<file path="src/rtl/pngs_pkg.sv">
`default_nettype none

package pngs_pkg;

    localparam int SAMPLE_W  = 16;
    localparam int PEAK_W    = 15;
    localparam int GAIN_W    = 31;
    localparam int PROD_W    = SAMPLE_W + GAIN_W;
    localparam int DIV_STEPS = GAIN_W;
    localparam int CNT_W     = $clog2(DIV_STEPS);

    // 0.99 full scale in Q16, divided by the peak magnitude
    localparam logic [GAIN_W-1:0] GAIN_NUMERATOR = 31'd2126008812;
    localparam logic [GAIN_W-1:0] UNITY_GAIN     = 31'd65536;

    typedef struct packed {
        logic accept;       // capture sample
        logic peak_update;  // measure item: fold magnitude into peak
        logic div_init;     // clear divider
        logic div_step;     // one quotient bit
        logic mul;          // register sample * gain
        logic load_amp;     // amplified sample into output register
        logic load_report;  // new gain into output register
    } pngs_cmd_t;

    typedef struct packed {
        logic out_free;
        logic div_done;
    } pngs_status_t;

endpackage

`default_nettype wire

</file>
<file path="src/rtl/peak_normalizing_gain_stage.sv">
`default_nettype none
// Channel  | Ports                                        | Direction
// input    | s_valid s_ready s_kind s_sample s_last       | in
// result   | m_valid m_ready m_out_sample m_gain_value    | out
//          | m_is_gain_report                             |
//
// Measure item without last: no result; the input stays ready for the next item.
// Amplify item: capture, 16x31 multiply, then saturate into output register.
// Measure item with last: the restoring divider makes one quotient
// bit per cycle for 31 bits, then the gain report is loaded.
// Reset (aresetn low, synchronous): peak 0, gain unity, output register empty.
// A result waiting on m_ready holds only the next amplify or report final load.

module peak_normalizing_gain_stage (
    input  wire                                     aclk,
    input  wire                                     aresetn,
    input  wire                                     s_valid,
    output logic                                    s_ready,
    input  wire                                     s_kind,
    input  wire signed [pngs_pkg::SAMPLE_W-1:0]     s_sample,
    input  wire                                     s_last,
    output logic                                    m_valid,
    input  wire                                     m_ready,
    output logic signed [pngs_pkg::SAMPLE_W-1:0]    m_out_sample,
    output logic [pngs_pkg::GAIN_W-1:0]             m_gain_value,
    output logic                                    m_is_gain_report
);

    pngs_pkg::pngs_cmd_t    cmd;
    pngs_pkg::pngs_status_t status;

    pngs_ctrl u_ctrl (
        .aclk    (aclk),
        .aresetn (aresetn),
        .s_valid (s_valid),
        .s_kind  (s_kind),
        .s_last  (s_last),
        .status  (status),
        .s_ready (s_ready),
        .cmd     (cmd)
    );

    pngs_dp u_dp (
        .aclk             (aclk),
        .aresetn          (aresetn),
        .s_sample         (s_sample),
        .cmd              (cmd),
        .status           (status),
        .m_ready          (m_ready),
        .m_valid          (m_valid),
        .m_out_sample     (m_out_sample),
        .m_gain_value     (m_gain_value),
        .m_is_gain_report (m_is_gain_report)
    );

    // gain report carries a zero sample
    a_report_zero: assert property (@(posedge aclk) disable iff (!aresetn)
        (m_valid && m_is_gain_report) |-> (m_out_sample == '0))
        else $error("gain report with nonzero sample");

    // reported gain is never zero: the peak is at most 32767
    a_gain_nonzero: assert property (@(posedge aclk) disable iff (!aresetn)
        (m_valid && m_is_gain_report) |-> (m_gain_value != '0))
        else $error("zero gain reported");

    // an amplify transfer occupies the multiplier; no transfer on the next cycle
    a_amp_busy: assert property (@(posedge aclk) disable iff (!aresetn)
        (s_valid && s_ready && s_kind) |=> !s_ready)
        else $error("input taken during amplify");

    // last measure transfer starts the divider; input stays closed
    a_div_busy: assert property (@(posedge aclk) disable iff (!aresetn)
        (s_valid && s_ready && !s_kind && s_last) |=> ##1 !s_ready)
        else $error("input taken during gain division");

endmodule

`default_nettype wire

</file>
<file path="src/rtl/pngs_ctrl.sv">
`default_nettype none

module pngs_ctrl (
    input  wire                     aclk,
    input  wire                     aresetn,
    input  wire                     s_valid,
    input  wire                     s_kind,
    input  wire                     s_last,
    input  pngs_pkg::pngs_status_t  status,
    output logic                    s_ready,
    output pngs_pkg::pngs_cmd_t     cmd
);

    typedef enum logic [2:0] {
        ST_IDLE,
        ST_MUL,
        ST_AMP,
        ST_DIV,
        ST_REPORT
    } state_t;

    state_t state_reg, state_next;
    logic   s_ready_reg, s_ready_next;

    always_comb begin
        state_next = state_reg;
        cmd        = '0;
        unique case (state_reg)
            ST_IDLE: begin
                if (s_valid && s_ready_reg) begin
                    cmd.accept = 1'b1;
                    if (s_kind) begin
                        state_next = ST_MUL;
                    end else begin
                        cmd.peak_update = 1'b1;
                        if (s_last) begin
                            cmd.div_init = 1'b1;
                            state_next   = ST_DIV;
                        end
                    end
                end
            end
            ST_MUL: begin
                cmd.mul    = 1'b1;
                state_next = ST_AMP;
            end
            ST_AMP: begin
                if (status.out_free) begin
                    cmd.load_amp = 1'b1;
                    state_next   = ST_IDLE;
                end
            end
            ST_DIV: begin
                cmd.div_step = 1'b1;
                if (status.div_done) begin
                    state_next = ST_REPORT;
                end
            end
            ST_REPORT: begin
                if (status.out_free) begin
                    cmd.load_report = 1'b1;
                    state_next      = ST_IDLE;
                end
            end
            default: state_next = ST_IDLE;
        endcase
        s_ready_next = (state_next == ST_IDLE);
    end

    always_ff @(posedge aclk) begin
        if (!aresetn) begin
            state_reg   <= ST_IDLE;
            s_ready_reg <= 1'b0;
        end else begin
            state_reg   <= state_next;
            s_ready_reg <= s_ready_next;
        end
    end

    assign s_ready = s_ready_reg;

endmodule

`default_nettype wire

</file>
<file path="src/rtl/pngs_dp.sv">
`default_nettype none

module pngs_dp (
    input  wire                                     aclk,
    input  wire                                     aresetn,
    input  wire signed [pngs_pkg::SAMPLE_W-1:0]     s_sample,
    input  pngs_pkg::pngs_cmd_t                     cmd,
    output pngs_pkg::pngs_status_t                  status,
    input  wire                                     m_ready,
    output logic                                    m_valid,
    output logic signed [pngs_pkg::SAMPLE_W-1:0]    m_out_sample,
    output logic [pngs_pkg::GAIN_W-1:0]             m_gain_value,
    output logic                                    m_is_gain_report
);

    logic [pngs_pkg::SAMPLE_W-1:0] sample_reg, sample_next;
    logic [pngs_pkg::PEAK_W-1:0]   peak_reg, peak_next;
    logic [pngs_pkg::GAIN_W-1:0]   gain_reg, gain_next;
    logic [pngs_pkg::PEAK_W-1:0]   rem_reg, rem_next;
    logic [pngs_pkg::GAIN_W-1:0]   quot_reg, quot_next;
    logic [pngs_pkg::CNT_W-1:0]    cnt_reg, cnt_next;
    logic [pngs_pkg::PROD_W-1:0]   prod_reg, prod_next;
    logic                          neg_reg, neg_next;
    logic                          out_valid_reg, out_valid_next;
    logic [pngs_pkg::SAMPLE_W-1:0] out_sample_reg, out_sample_next;
    logic [pngs_pkg::GAIN_W-1:0]   out_gain_reg, out_gain_next;
    logic                          out_report_reg, out_report_next;

    logic [pngs_pkg::SAMPLE_W-1:0] in_u, in_neg;
    logic [pngs_pkg::PEAK_W-1:0]   in_mag;
    logic [pngs_pkg::SAMPLE_W-1:0] mul_mag;
    logic [pngs_pkg::CNT_W-1:0]    num_idx;
    logic [pngs_pkg::PEAK_W:0]     trial, divisor, diff;
    logic                          ge;
    logic [pngs_pkg::GAIN_W-1:0]   shifted;
    logic [pngs_pkg::SAMPLE_W-1:0] amp_val;
    logic [pngs_pkg::GAIN_W-1:0]   new_gain;
    logic                          out_free;

    always_comb begin
        // magnitude of the incoming sample; most negative code clips to 32767
        in_u   = s_sample;
        in_neg = ~in_u + 1'b1;
        if (!in_u[pngs_pkg::SAMPLE_W-1]) begin
            in_mag = in_u[pngs_pkg::PEAK_W-1:0];
        end else if (in_neg[pngs_pkg::SAMPLE_W-1]) begin
            in_mag = '1;
        end else begin
            in_mag = in_neg[pngs_pkg::PEAK_W-1:0];
        end

        mul_mag = sample_reg[pngs_pkg::SAMPLE_W-1] ? (~sample_reg + 1'b1) : sample_reg;

        // restoring divider, numerator bits MSB first
        num_idx = pngs_pkg::CNT_W'(pngs_pkg::DIV_STEPS - 1) - cnt_reg;
        trial   = {rem_reg, pngs_pkg::GAIN_NUMERATOR[num_idx]};
        divisor = {1'b0, peak_reg};
        ge      = (trial >= divisor);
        diff    = trial - divisor;

        shifted = prod_reg[pngs_pkg::PROD_W-1:16];
        if (neg_reg) begin
            if (shifted > pngs_pkg::GAIN_W'(32768)) begin
                amp_val = 16'h8000;
            end else begin
                amp_val = ~shifted[pngs_pkg::SAMPLE_W-1:0] + 1'b1;
            end
        end else begin
            if (shifted > pngs_pkg::GAIN_W'(32767)) begin
                amp_val = 16'h7fff;
            end else begin
                amp_val = shifted[pngs_pkg::SAMPLE_W-1:0];
            end
        end

        new_gain = (peak_reg == '0) ? pngs_pkg::UNITY_GAIN : quot_reg;
        out_free = !out_valid_reg || m_ready;

        sample_next     = sample_reg;
        peak_next       = peak_reg;
        gain_next       = gain_reg;
        rem_next        = rem_reg;
        quot_next       = quot_reg;
        cnt_next        = cnt_reg;
        prod_next       = prod_reg;
        neg_next        = neg_reg;
        out_sample_next = out_sample_reg;
        out_gain_next   = out_gain_reg;
        out_report_next = out_report_reg;
        out_valid_next  = out_valid_reg && !m_ready;

        if (cmd.accept) begin
            sample_next = s_sample;
        end
        if (cmd.peak_update && (in_mag > peak_reg)) begin
            peak_next = in_mag;
        end
        if (cmd.div_init) begin
            rem_next  = '0;
            quot_next = '0;
            cnt_next  = '0;
        end
        if (cmd.div_step) begin
            rem_next  = ge ? diff[pngs_pkg::PEAK_W-1:0] : trial[pngs_pkg::PEAK_W-1:0];
            quot_next = {quot_reg[pngs_pkg::GAIN_W-2:0], ge};
            cnt_next  = cnt_reg + 1'b1;
        end
        if (cmd.mul) begin
            prod_next = pngs_pkg::PROD_W'(mul_mag) * pngs_pkg::PROD_W'(gain_reg);
            neg_next  = sample_reg[pngs_pkg::SAMPLE_W-1];
        end
        if (cmd.load_amp) begin
            out_sample_next = amp_val;
            out_gain_next   = gain_reg;
            out_report_next = 1'b0;
            out_valid_next  = 1'b1;
        end
        if (cmd.load_report) begin
            out_sample_next = '0;
            out_gain_next   = new_gain;
            out_report_next = 1'b1;
            out_valid_next  = 1'b1;
            gain_next       = new_gain;
            peak_next       = '0;
        end
    end

    always_ff @(posedge aclk) begin
        if (!aresetn) begin
            peak_reg      <= '0;
            gain_reg      <= pngs_pkg::UNITY_GAIN;
            cnt_reg       <= '0;
            out_valid_reg <= 1'b0;
        end else begin
            peak_reg      <= peak_next;
            gain_reg      <= gain_next;
            cnt_reg       <= cnt_next;
            out_valid_reg <= out_valid_next;
        end
    end

    always_ff @(posedge aclk) begin
        sample_reg     <= sample_next;
        rem_reg        <= rem_next;
        quot_reg       <= quot_next;
        prod_reg       <= prod_next;
        neg_reg        <= neg_next;
        out_sample_reg <= out_sample_next;
        out_gain_reg   <= out_gain_next;
        out_report_reg <= out_report_next;
    end

    assign status.out_free = out_free;
    assign status.div_done = (cnt_reg == pngs_pkg::CNT_W'(pngs_pkg::DIV_STEPS - 1));

    assign m_valid          = out_valid_reg;
    assign m_out_sample     = out_sample_reg;
    assign m_gain_value     = out_gain_reg;
    assign m_is_gain_report = out_report_reg;

endmodule

`default_nettype wire

</file>
<file path="config.mk">
export PLATFORM = sky130hd
export DESIGN_NAME = peak_normalizing_gain_stage
export DESIGN_NICKNAME = d
export VERILOG_FILES = /design/src/rtl/pngs_pkg.sv /design/src/rtl/peak_normalizing_gain_stage.sv /design/src/rtl/pngs_ctrl.sv /design/src/rtl/pngs_dp.sv
export SDC_FILE = /design/constraint.sdc
export NUM_CORES = 1
export LEC_CHECK = 0
export BUFFER_PORTS_ARGS = -buffer_cell sky130_fd_sc_hd__buf_2
export CAP_MARGIN = 0
export CORE_AREA = 2 2 224 226
export DETAILED_ROUTE_END_ITERATION = 10
export DIE_AREA = 0 0 226 228
export PLACE_DENSITY = 0.69
export SLEW_MARGIN = 30
export SYNTH_ARGS = -nofsm -noshare
export SYNTH_HDL_FRONTEND = slang
export SYNTH_HIERARCHICAL = 1
export SYNTH_SLANG_ARGS = --single-unit
</file>
<file path="constraint.sdc">
create_clock -name aclk -period 7.1 [get_ports aclk]
set_input_delay 0 -clock aclk [delete_from_list [all_inputs] [get_ports aclk]]
set_output_delay 0 -clock aclk [all_outputs]
set_load 0.02 [all_outputs]
</file>
==> results of run 1 <==
[layout make-up]
| class | count | share of cell area [%] |
|---|---|---|
| Multi-Input combinational cell | 1819 | 61.7 |
| Sequential cell | 198 | 18.0 |
| Timing Repair Buffer | 301 | 8.27 |
| Inverter | 543 | 7.04 |
| Tap cell | 672 | 2.90 |
| Clock buffer | 18 | 1.52 |
| Clock inverter | 14 | 0.574 |
| Antenna cell | 2 | 0.0173 |
[power breakdown]
part | switching, uW | internal (uW) | total [uW]
registers | 37.5 | 1270 | 1310
logic | 364 | 248 | 612
clock network | 530 | 490 | 1020
total | 932 | 2010 | 2940
[cells in the final DEF, fill, tap and decap left out, types with 17 or more instances in the layout]
cell	count
inv_1	519
nand2_1	448
fa_1	392
buf_4	176
and2_1	159
ha_1	134
edfxtp_1	125
nor2_1	106
dfxtp_1	73
buf_2	71
o21ai_0	45
a21o_1	42
a21oi_1	36
xnor2_1	32
xor2_1	24
mux2i_1	24
nor2b_1	22
o21ai_1	22
inv_2	22
dlygate4sd3_1	21
nor3_1	21
ha_4	19
nand4_1	18
clkbuf_16	17
a21oi_2	17
[worst min-delay path: cells and delay by family]
family,cells,cell delay [ns]
compound gates,1,0.21
simple gates,2,0.17
buf+inv,1,0.13
[per-stage QoR]
step | setup TNS, ns | worst slack (ns)
5_1_grt | -9.46 | -0.498
4_1_cts | -1.60 | -0.149
6_report | -2.91 | -0.251
2_1_floorplan | -0.0297 | -0.0222
3_3_place_gp | -6.24 | -0.377
3_5_place_dp | -9.27 | -0.507
[layer usage]
| layer | up-vias | global-route usage (%) | wire length [microns] |
|---|---|---|---|
| met1 | 9623 | 33.9 | 26700 |
| met2 | 596 | 44.2 | 32600 |
| li1 | 8704 | - | - |
| met5 | - | 0 | 0 |
| met3 | 149 | 4.33 | 3970 |
| met4 | 0 | 10.7 | 2770 |
[Yosys cell counts, types with 11 or more instances]
cell      instances  area, sq um
o21ai_1          23          115
nand3_1          19         95.1
nand4_1          18          113
nor3_1           21          105
dfxtp_1          73         1460
edfxtp_1        125         3750
clkbuf_1        110          413
nand2_1         457         1720
inv_1           542         2030
nand2b_1         12         75.1
nor2_1          110          413
xor2_1           25          219
a21oi_1          56          280
and2_1          165         1030
fa_1            404         8090
mux2i_1          24          240
nor2b_1          22          138
xnor2_1          45          394
and3_1           11         68.8
a21o_1           42          315
o21ai_0          51          255
ha_1            153         1910
[worst paths after layout]
check,start,endpoint
setup / recovery,u_dp/sample_reg[3],u_dp/prod_reg[45]
setup reg to reg,u_dp/sample_reg[3],u_dp/prod_reg[45]
hold reg to reg,u_dp/m_is_gain_report,u_dp/m_is_gain_report
hold / removal,s_valid,u_ctrl/state_reg[0]
[timing repair]
action | 4_1_cts | 5_1_grt
pin swaps | 82 | 64
buffers inserted | 18 | 9
hold endpoints to repair | 24 | 0
resized for setup | 74 | 93
cloned | 0 | 0
hold buffers | 21 | 0
endpoints found under the setup margin | 27 | 29
[logic make-up (layout without fill, tap and decap cells)]
| family | Yosys count | after routing | share of synthesized area (%) |
|---|---|---|---|
| flops | 198 | 198 | 21.1 |
| simple gates | 897 | 897 | 17.3 |
| mux | 25 | 25 | 1.06 |
| other cells | 0 | 2 | 0 |
| fa+ha+maj | 557 | 557 | 40.5 |
| compound gates | 269 | 269 | 7.27 |
| buf+inv | 662 | 876 | 10.2 |
| xor+xnor | 71 | 71 | 2.59 |
==> flow_summary.yaml, run 1 <==
drt:
  ant_nets: 0
  drtPass1Iterations: 6
  via_count: 19072
  drt-total-wl_microns: 66000
  vias_per_cell: 5.35
  wl_per_cell_microns: 18.5
  drtIter0Drc: 1311
  drc: 0
flow_run:
  cap_viol_max_count: 0
worst_setup_path:
  r2r_slack_ns: -0.25
  start_kind: "flop"
  cp-end-kind: "flop"
  crit_arrival_ns: 7.57
  cp_common_cell: "fa_1"
  worst-path-buf-inv: 7
  crit_type: "reg2reg"
  cp.depth: 28
  crit_fanout: 6
  max_stage_delay_ns: 0.58
  crit_family: "adder cells"
  reg2regPathDepth: 28
  crit_required_ns: 7.32
  slowest_stage: "fa_2"
clock_network:
  clock_sinks: 198
  numCtsBuffers: 17
  clk_latency_ns: 0.48
  tritoncts: "done"
  clk_path_buf_depth: 2
  path_clk_slew_ns: 0.08
  cts-root-buf: "clkbuf_16"
  h-tree-depth: 4
timing:
  timing.hold.ws_ns: 0.0768
  fin_ws_ns: -0.251
  fmax_mhz: 136
  finalCritPeriodShare_pct: 104
  slew_viol_final: 0
  rsz0062_at_grt: "yes"
  slew_headroom_pct: 41.3
  hold_viol_final: 0
  min_period_ns: 7.35
  clock_skew_ns: 0.0153
  max_slew.worst_pin.slew_ns: 0.880
  setup_viol: 19
power_and_ir_drop:
  leakage_uw: 0.0136
  power_uw: 2940
  ir_drop_mv: 0.174
  p_per_area_nw_per_um2: 102
layout:
  fill_cells: 4165
  drive_above_1_share_pct: 16.8
  finalNonFillerCells: 3567
  multi_input_comb_area_sq_um: 17900
  final_area_sq_um: 29000
  areaGrowthSynthToFinish_pct: 17.3
  fin_nets: 3459
  final_util_pct: 58.7
  register_area_sq_um: 5220
global_routing:
  antenna_found_initial: 1
  grt_pass1_wl_microns: 105000
  grt_pass1_vias: 20168
  grt.total_usage_pct: 26.3
  grt_start_max_net_pins: 60
  gr-total-overflow: 0
hold_path:
  hold_path_depth: 4
  min-delay-path-class: "in2reg"
place:
  place.gp.congestion: 0.936
  dpl_cell_area_sq_um: 27200
  dp_hpwl_microns: 52200
  dp_cells: 3486
  port-buffer-count: 71
logic_synthesis:
  synth_fp_nets: 3258
  synth-seq-area-share_pct: 21.1
  yosys_warnings: 6
  synth-main-ff-cell: "edfxtp_1"
  syn_inst: 2679
  async_reset_ff_share_pct: 0
  syn_area_sq_um: 24700
  syn_avg_cell_area_sq_um: 9.22
  synth_edf_count: 125
  synth_cell_type_count: 82
  ys_seq_elements: 198
floorplanning:
  die_w_microns: 226
  initial_core_util_pct: 50.0
  rows: 82
  pin_count: 72
  die_area_sq_um: 51500
  dieHeight_microns: 228
  coreArea_sq_um: 49300
outcome:
  status: "finished with violations"
  violations: "setup timing"
Power figures use the tool's default switching activity.
==> inputs of run 2 (changes only) <==
Settings changed: ABC_AREA from default to 1, CELL_PAD_IN_SITES_DETAIL_PLACEMENT from default to 0, CELL_PAD_IN_SITES_GLOBAL_PLACEMENT from default to 1, CORE_AREA 2 2 224 226 to 2 2 242 244, DIE_AREA 0 0 226 228 to 0 0 244 246, PLACE_DENSITY 0.69 to default, PLACE_DENSITY_LB_ADDON from default to 0.1.
==> run 2 against run 1 <==
Compared with the run above:
- the flow now finishes without violations
- total power increased by 9.4%
- clock power barely moved
- clock skew grew 0.018 ns
- sequential cell count unchanged
- largest power group unchanged
- worst setup slack better by 0.46 ns
- routed wire length rose by 19%
- core utilization is 7.7 points lower
- sequential power is 5% higher
- critical path depth is 2 higher
- count of clock-buffer cells in the layout up 2
- critical endpoint is now u_dp/prod_reg[44]
==> flow_summary.yaml, run 2 <==
outcome:
  status: "finished, final reports clean"
power_and_ir_drop:
  power_uw: 3220
  pwr-share-seq_pct: 42.4
  p_per_area_nw_per_um2: 110
  ir_drop_mv: 0.170
  clkPwrFrac_pct: 31.1
  leakage_uw: 0.0141
  p_sw_uw: 1120
  intPower_uw: 2100
  combPwrFrac_pct: 26.5
  netSwitchingFraction_pct: 34.9
worst_setup_path:
  crit_type: "reg2reg"
  slowest_stage: "fa_1"
  crit_arrival_ns: 7.12
  crit_fanout: 6
  cp-end-kind: "flop"
  crit_required_ns: 7.33
  cp_common_cell: "fa_1"
  start_kind: "flop"
  max_stage_delay_ns: 0.55
timing:
  rsz0062_at_grt: "yes"
  setup_viol: 0
  slew_headroom_pct: 33.5
  timing.hold.ws_ns: 0.0934
  hold_viol_final: 0
  finalCritPeriodShare_pct: 97.1
  fmax_mhz: 145
  clock_skew_ns: 0.0330
  slew_viol_final: 0
  min_period_ns: 6.89
  max_slew.worst_pin.slew_ns: 0.993
  tns_ns: 0
  fin_ws_ns: 0.209
logic_synthesis:
  synth-main-ff-cell: "edfxtp_1"
  synthDominantCellAreaShare_pct: 31.6
  synth_commonest_cells: "nand2_1 (744), inv_1 (715), fa_1 (404)"
  yosys_warnings: 6
  synth_fp_nets: 3775
  syn_area_sq_um: 25600
  synth_cell_type_count: 49
  synth-seq-area-share_pct: 20.4
  syn_inst: 3196
  netlist.top_cell.by_area: "fa_1"
  async_reset_ff_share_pct: 0
  ys_seq_elements: 198
  yosys-top-cells-area: "fa_1 (32%), edfxtp_1 (15%), nand2_1 (11%), inv_1 (10%), ha_1 (7.5%)"
  synth_edf_count: 125
  synth_most_common_cell: "nand2_1"
  syn_avg_cell_area_sq_um: 8.01
global_routing:
  grt_pass1_vias: 22150
  gr-total-overflow: 0
  antenna_found_initial: 0
  grt_start_max_net_pins: 53
  grt.total_usage_pct: 26.8
  grt_pass1_wl_microns: 123000
drt:
  via_count: 21372
  drtIter0Drc: 1415
  vias_per_cell: 5.19
  wl_per_cell_microns: 19.1
  drt-total-wl_microns: 78500
  ant_nets: 0
  drtPass1Iterations: 6
  drc: 0
floorplanning:
  die_w_microns: 244
  die_area_sq_um: 60000
  coreArea_sq_um: 57400
  rows: 88
  initial_core_util_pct: 44.6
  dieHeight_microns: 246
  pin_count: 72
place:
  port-buffer-count: 71
  place.gp.congestion: 0.923
  pre_cts_ws_ns: -0.186
  dpl_cell_area_sq_um: 27500
  dp_hpwl_microns: 62400
clock_network:
  clk_path_buf_depth: 2
  numCtsBuffers: 17
  path_clk_slew_ns: 0.08
  h-tree-depth: 4
  clk_latency_ns: 0.50
  clock_sinks: 198
  tritoncts: "done"
  cts-root-buf: "clkbuf_16"
flow_run:
  cap_viol_max_count: 0
layout:
  diodes: 0
  fill_cells: 5583
  register_area_sq_um: 5220
  areaGrowthSynthToFinish_pct: 14.4
  multi_input_comb_area_sq_um: 17900
  fin_nets: 3917
  final_area_sq_um: 29300
  final_common_cell: "nand2_1"
  final_cell_mix: "nand2_1 (713), inv_1 (705), fa_1 (397)"
  drive_above_1_share_pct: 13.1
hold_path:
  min-delay-path-class: "in2reg"
-- run 2: changes by cell type in the layout (fill, tap and decap cells not counted), moves of 24 or more --
cell     delta
inv_1     +186
nand2_2    +24
a21oi_1   +100
mux2i_1    -24
a21o_1     -31
nand3_1    +98
nor2_1    +137
and2_1    -158
buf_4      -57
nand2_1   +265
o21ai_0    +37
nor2_2     +44
-- run 2: critical path: cells and delay by family (launching register included) --
family | cells | cell delay (ns)
compound gates | 4 | 0.81
fa+ha+maj | 8 | 3.47
buf+inv | 6 | 0.57
flops | 1 | 0.41
simple gates | 12 | 1.35
-- run 2: stage by stage --
stage	instances	util, %
final	4116	51.0
after global routing	4116	51.0
after CTS	4095	49.4
after detailed placement	4041	47.9
after global placement	4041	47.9
after floorplan	3196	-
-- run 2: kinds of logic (layout without fill, tap and decap cells) --
kind of cell             after synthesis  in the layout  share of synthesized area [%]
AO/OA/AOI/OAI                        315            315                           6.65
XOR/XNOR                              45             45                           1.54
adder cells (fa/ha/maj)              557            557                           39.1
buffers and inverters                840            995                           12.5
flip-flops                           198            198                           20.4
AND/OR/NAND/NOR                     1241           1241                           19.8
-- run 2: path summary, 6_finish.rpt --
path / start / endpoint / slack [ns] / cells after the start
max: u_dp/sample_reg[1] / u_dp/prod_reg[44] / 0.21 / 30
min reg2reg: u_dp/m_is_gain_report / u_dp/m_is_gain_report / 0.47 / 2
max reg2reg: u_dp/sample_reg[1] / u_dp/prod_reg[44] / 0.21 / 30
min: s_valid / u_ctrl/state_reg[1] / 0.09 / 6
-- run 2: power by group through the flow --
stage | logic [uW] | registers (uW) | clock network [uW]
3_5_place_dp | 781 | 1390 | 0
6_report | 854 | 1370 | 1000
4_1_cts | 797 | 1360 | 1040
5_1_grt | 928 | 1370 | 1070
2_1_floorplan | 391 | 1450 | 0
3_3_place_gp | 777 | 1390 | 0
-- run 2: what timing repair did --
item,CTS,global route
gates cloned,0,3
gates resized for setup,9,195
setup endpoints to repair,19,31
endpoints found under the hold margin,26,0
buffers inserted,0,18
hold buffers,22,0
pin swaps,1,50
-- run 2: metal layers --
| layer | track usage [%] | up-vias | part of all wire [%] |
|---|---|---|---|
| li1 | - | 9946 | - |
| met1 | 35.0 | 10708 | 43 |
| met2 | 45.9 | 598 | 49 |
| met3 | 3.31 | 120 | 5.1 |
| met4 | 9.15 | 0 | 3.1 |
| met5 | 0 | - | 0 |
-- run 2: cell type report --
cell class / instances / area share, %
Tap cell: 765 / 3.27
Multi-Input combinational cell: 2158 / 61.1
Timing Repair Buffer: 232 / 6.29
Clock buffer: 20 / 1.60
Inverter: 731 / 9.46
Sequential cell: 198 / 17.8
Clock inverter: 12 / 0.428
==> inputs of run 3 (changes only) <==
Clock period 7.1 ns to 5.72 ns, I/O delays scaled along.
==> run 3 against run 2 <==
Compared with the run above:
- the run now ends with setup timing left
- global-route usage rose by 1.8 points
- via count rose by 3.5%
- count of clock-buffer cells in the layout fell by 2
- clock power rose by 26%
- first-iteration DRC count fell by 8.8%
- critical path type unchanged
- largest power group unchanged
- total power rose by 29%
- non-clock buffer count rose by 224
- highest routed layer unchanged
- final cell count rose by 5.5%
- worst setup slack got worse by 1.2 ns
==> flow_summary.yaml, run 3 (same netlist as run 2, synthesis figures left out) <==
outcome:
  status: "finished with violations"
  violations: "setup timing"
worst_setup_path:
  crit_required_ns: 5.96
  start_kind: "flop"
  crit_type: "reg2reg"
  cp_common_cell: "fa_1"
  cp-end-kind: "flop"
  slowest_stage: "fa_1"
  crit_arrival_ns: 6.99
  crit_fanout: 8
  crit_family: "adder cells"
  worst-path-buf-inv: 8
  max_stage_delay_ns: 0.59
floorplanning:
  rows: 88
  die_w_microns: 244
  pin_count: 72
  die_area_sq_um: 60000
  coreArea_sq_um: 57400
  initial_core_util_pct: 44.6
  dieHeight_microns: 246
flow_run:
  cap_viol_max_count: 0
layout:
  fin_nets: 4142
  final_common_cell: "nand2_1"
  final_util_pct: 56.3
  final_cell_mix: "nand2_1 (670), inv_1 (668), fa_1 (394)"
  diodes: 0
  areaGrowthSynthToFinish_pct: 26.3
  drive_above_1_share_pct: 23.2
timing:
  max_slew.worst_pin.slew_ns: 0.761
  slew_viol_final: 0
  hold_viol_final: 0
  rsz0062_at_grt: "yes"
  setup_viol: 31
  finalCritPeriodShare_pct: 118
  fin_ws_ns: -1.04
  min_period_ns: 6.76
  clock_skew_ns: 0.0222
  fmax_mhz: 148
  timing.hold.ws_ns: 0.113
  slew_headroom_pct: 49.2
global_routing:
  grt.total_usage_pct: 28.6
  grt_pass1_wl_microns: 130000
  antenna_found_initial: 0
  gr-total-overflow: 0
  grt_start_max_net_pins: 53
  grt_pass1_vias: 23641
drt:
  via_count: 22110
  vias_per_cell: 5.09
  drtPass1Iterations: 5
  drt-total-wl_microns: 81700
  wl_per_cell_microns: 18.8
  drtIter0Drc: 1291
  ant_nets: 0
  drc: 0
clock_network:
  h-tree-depth: 4
  path_clk_slew_ns: 0.08
  numCtsBuffers: 17
  clock_sinks: 198
  clk_path_buf_depth: 2
  clk_latency_ns: 0.50
  tritoncts: "done"
  cts-root-buf: "clkbuf_16"
hold_path:
  min-delay-path-class: "in2reg"
power_and_ir_drop:
  ir_drop_mv: 0.242
  leakage_uw: 0.0156
  p_per_area_nw_per_um2: 129
place:
  place.gp.congestion: 0.938
  dp_hpwl_microns: 65700
  port-buffer-count: 71
  pre_cts_ws_ns: -1.32
[run 3: path summary, 6_finish.rpt]
check | startpoint | end | slack [ns] | cells past startpoint
worst min register to register | u_dp/m_out_sample[15] | u_dp/m_out_sample[15] | 0.45 | 2
worst min-delay path | s_valid | u_dp/sample_reg[0] | 0.11 | 3
worst max-delay path | u_dp/sample_reg[0] | u_dp/prod_reg[28] | -1.04 | 30
worst max register to register | u_dp/sample_reg[0] | u_dp/prod_reg[28] | -1.04 | 30
[run 3: per-layer routing]
metal  GRT usage, %  part of all wire (%)  up-vias
met5              0                     0        -
met2           48.2                    48      560
li1               -                     -    10413
met1           36.3                    42    10983
met3           4.90                   5.4      154
met4           12.4                   4.6        0
[run 3: final cells by class]
class	count	area, sq um
clock buffer	18	450
clock inverter	14	133
fill	5340	25100
inverter	731	2780
multi-input combinational	2159	18900
sequential	198	5220
tap	765	957
timing repair buffer	456	3870
[run 3: what timing repair did]
action                     CTS  global route
cloned                       3             0
hold buffers                23             0
resized for setup          263            84
hold endpoints to repair    27             0
setup endpoints to repair   31            31
buffers inserted            39             7
pin swaps                   95            20
[run 3: tightest hold or removal path, stage by stage]
cell	delay, ns
buf_2	0.10
nand2_1	0.17
nor2_4	0.14
[run 3: power breakdown]
part           switching (uW)  internal (uW)  leakage, uW
registers                61.6           1630      0.00176
logic                     759            450       0.0135
clock network             655            602     0.000284
total                    1480           2680       0.0156
[run 3: stage by stage]
step	std cells	power, uW	TNS [ns]	cell area [sq um]
after floorplan	3196	2310	-14.61	26100
after global placement	4244	2790	-32.22	29700
after detailed placement	4244	2800	-35.34	29700
after CTS	4334	4180	-27.24	31900
after global routing	4341	4350	-36.62	32300
final	4341	4160	-28.55	32300
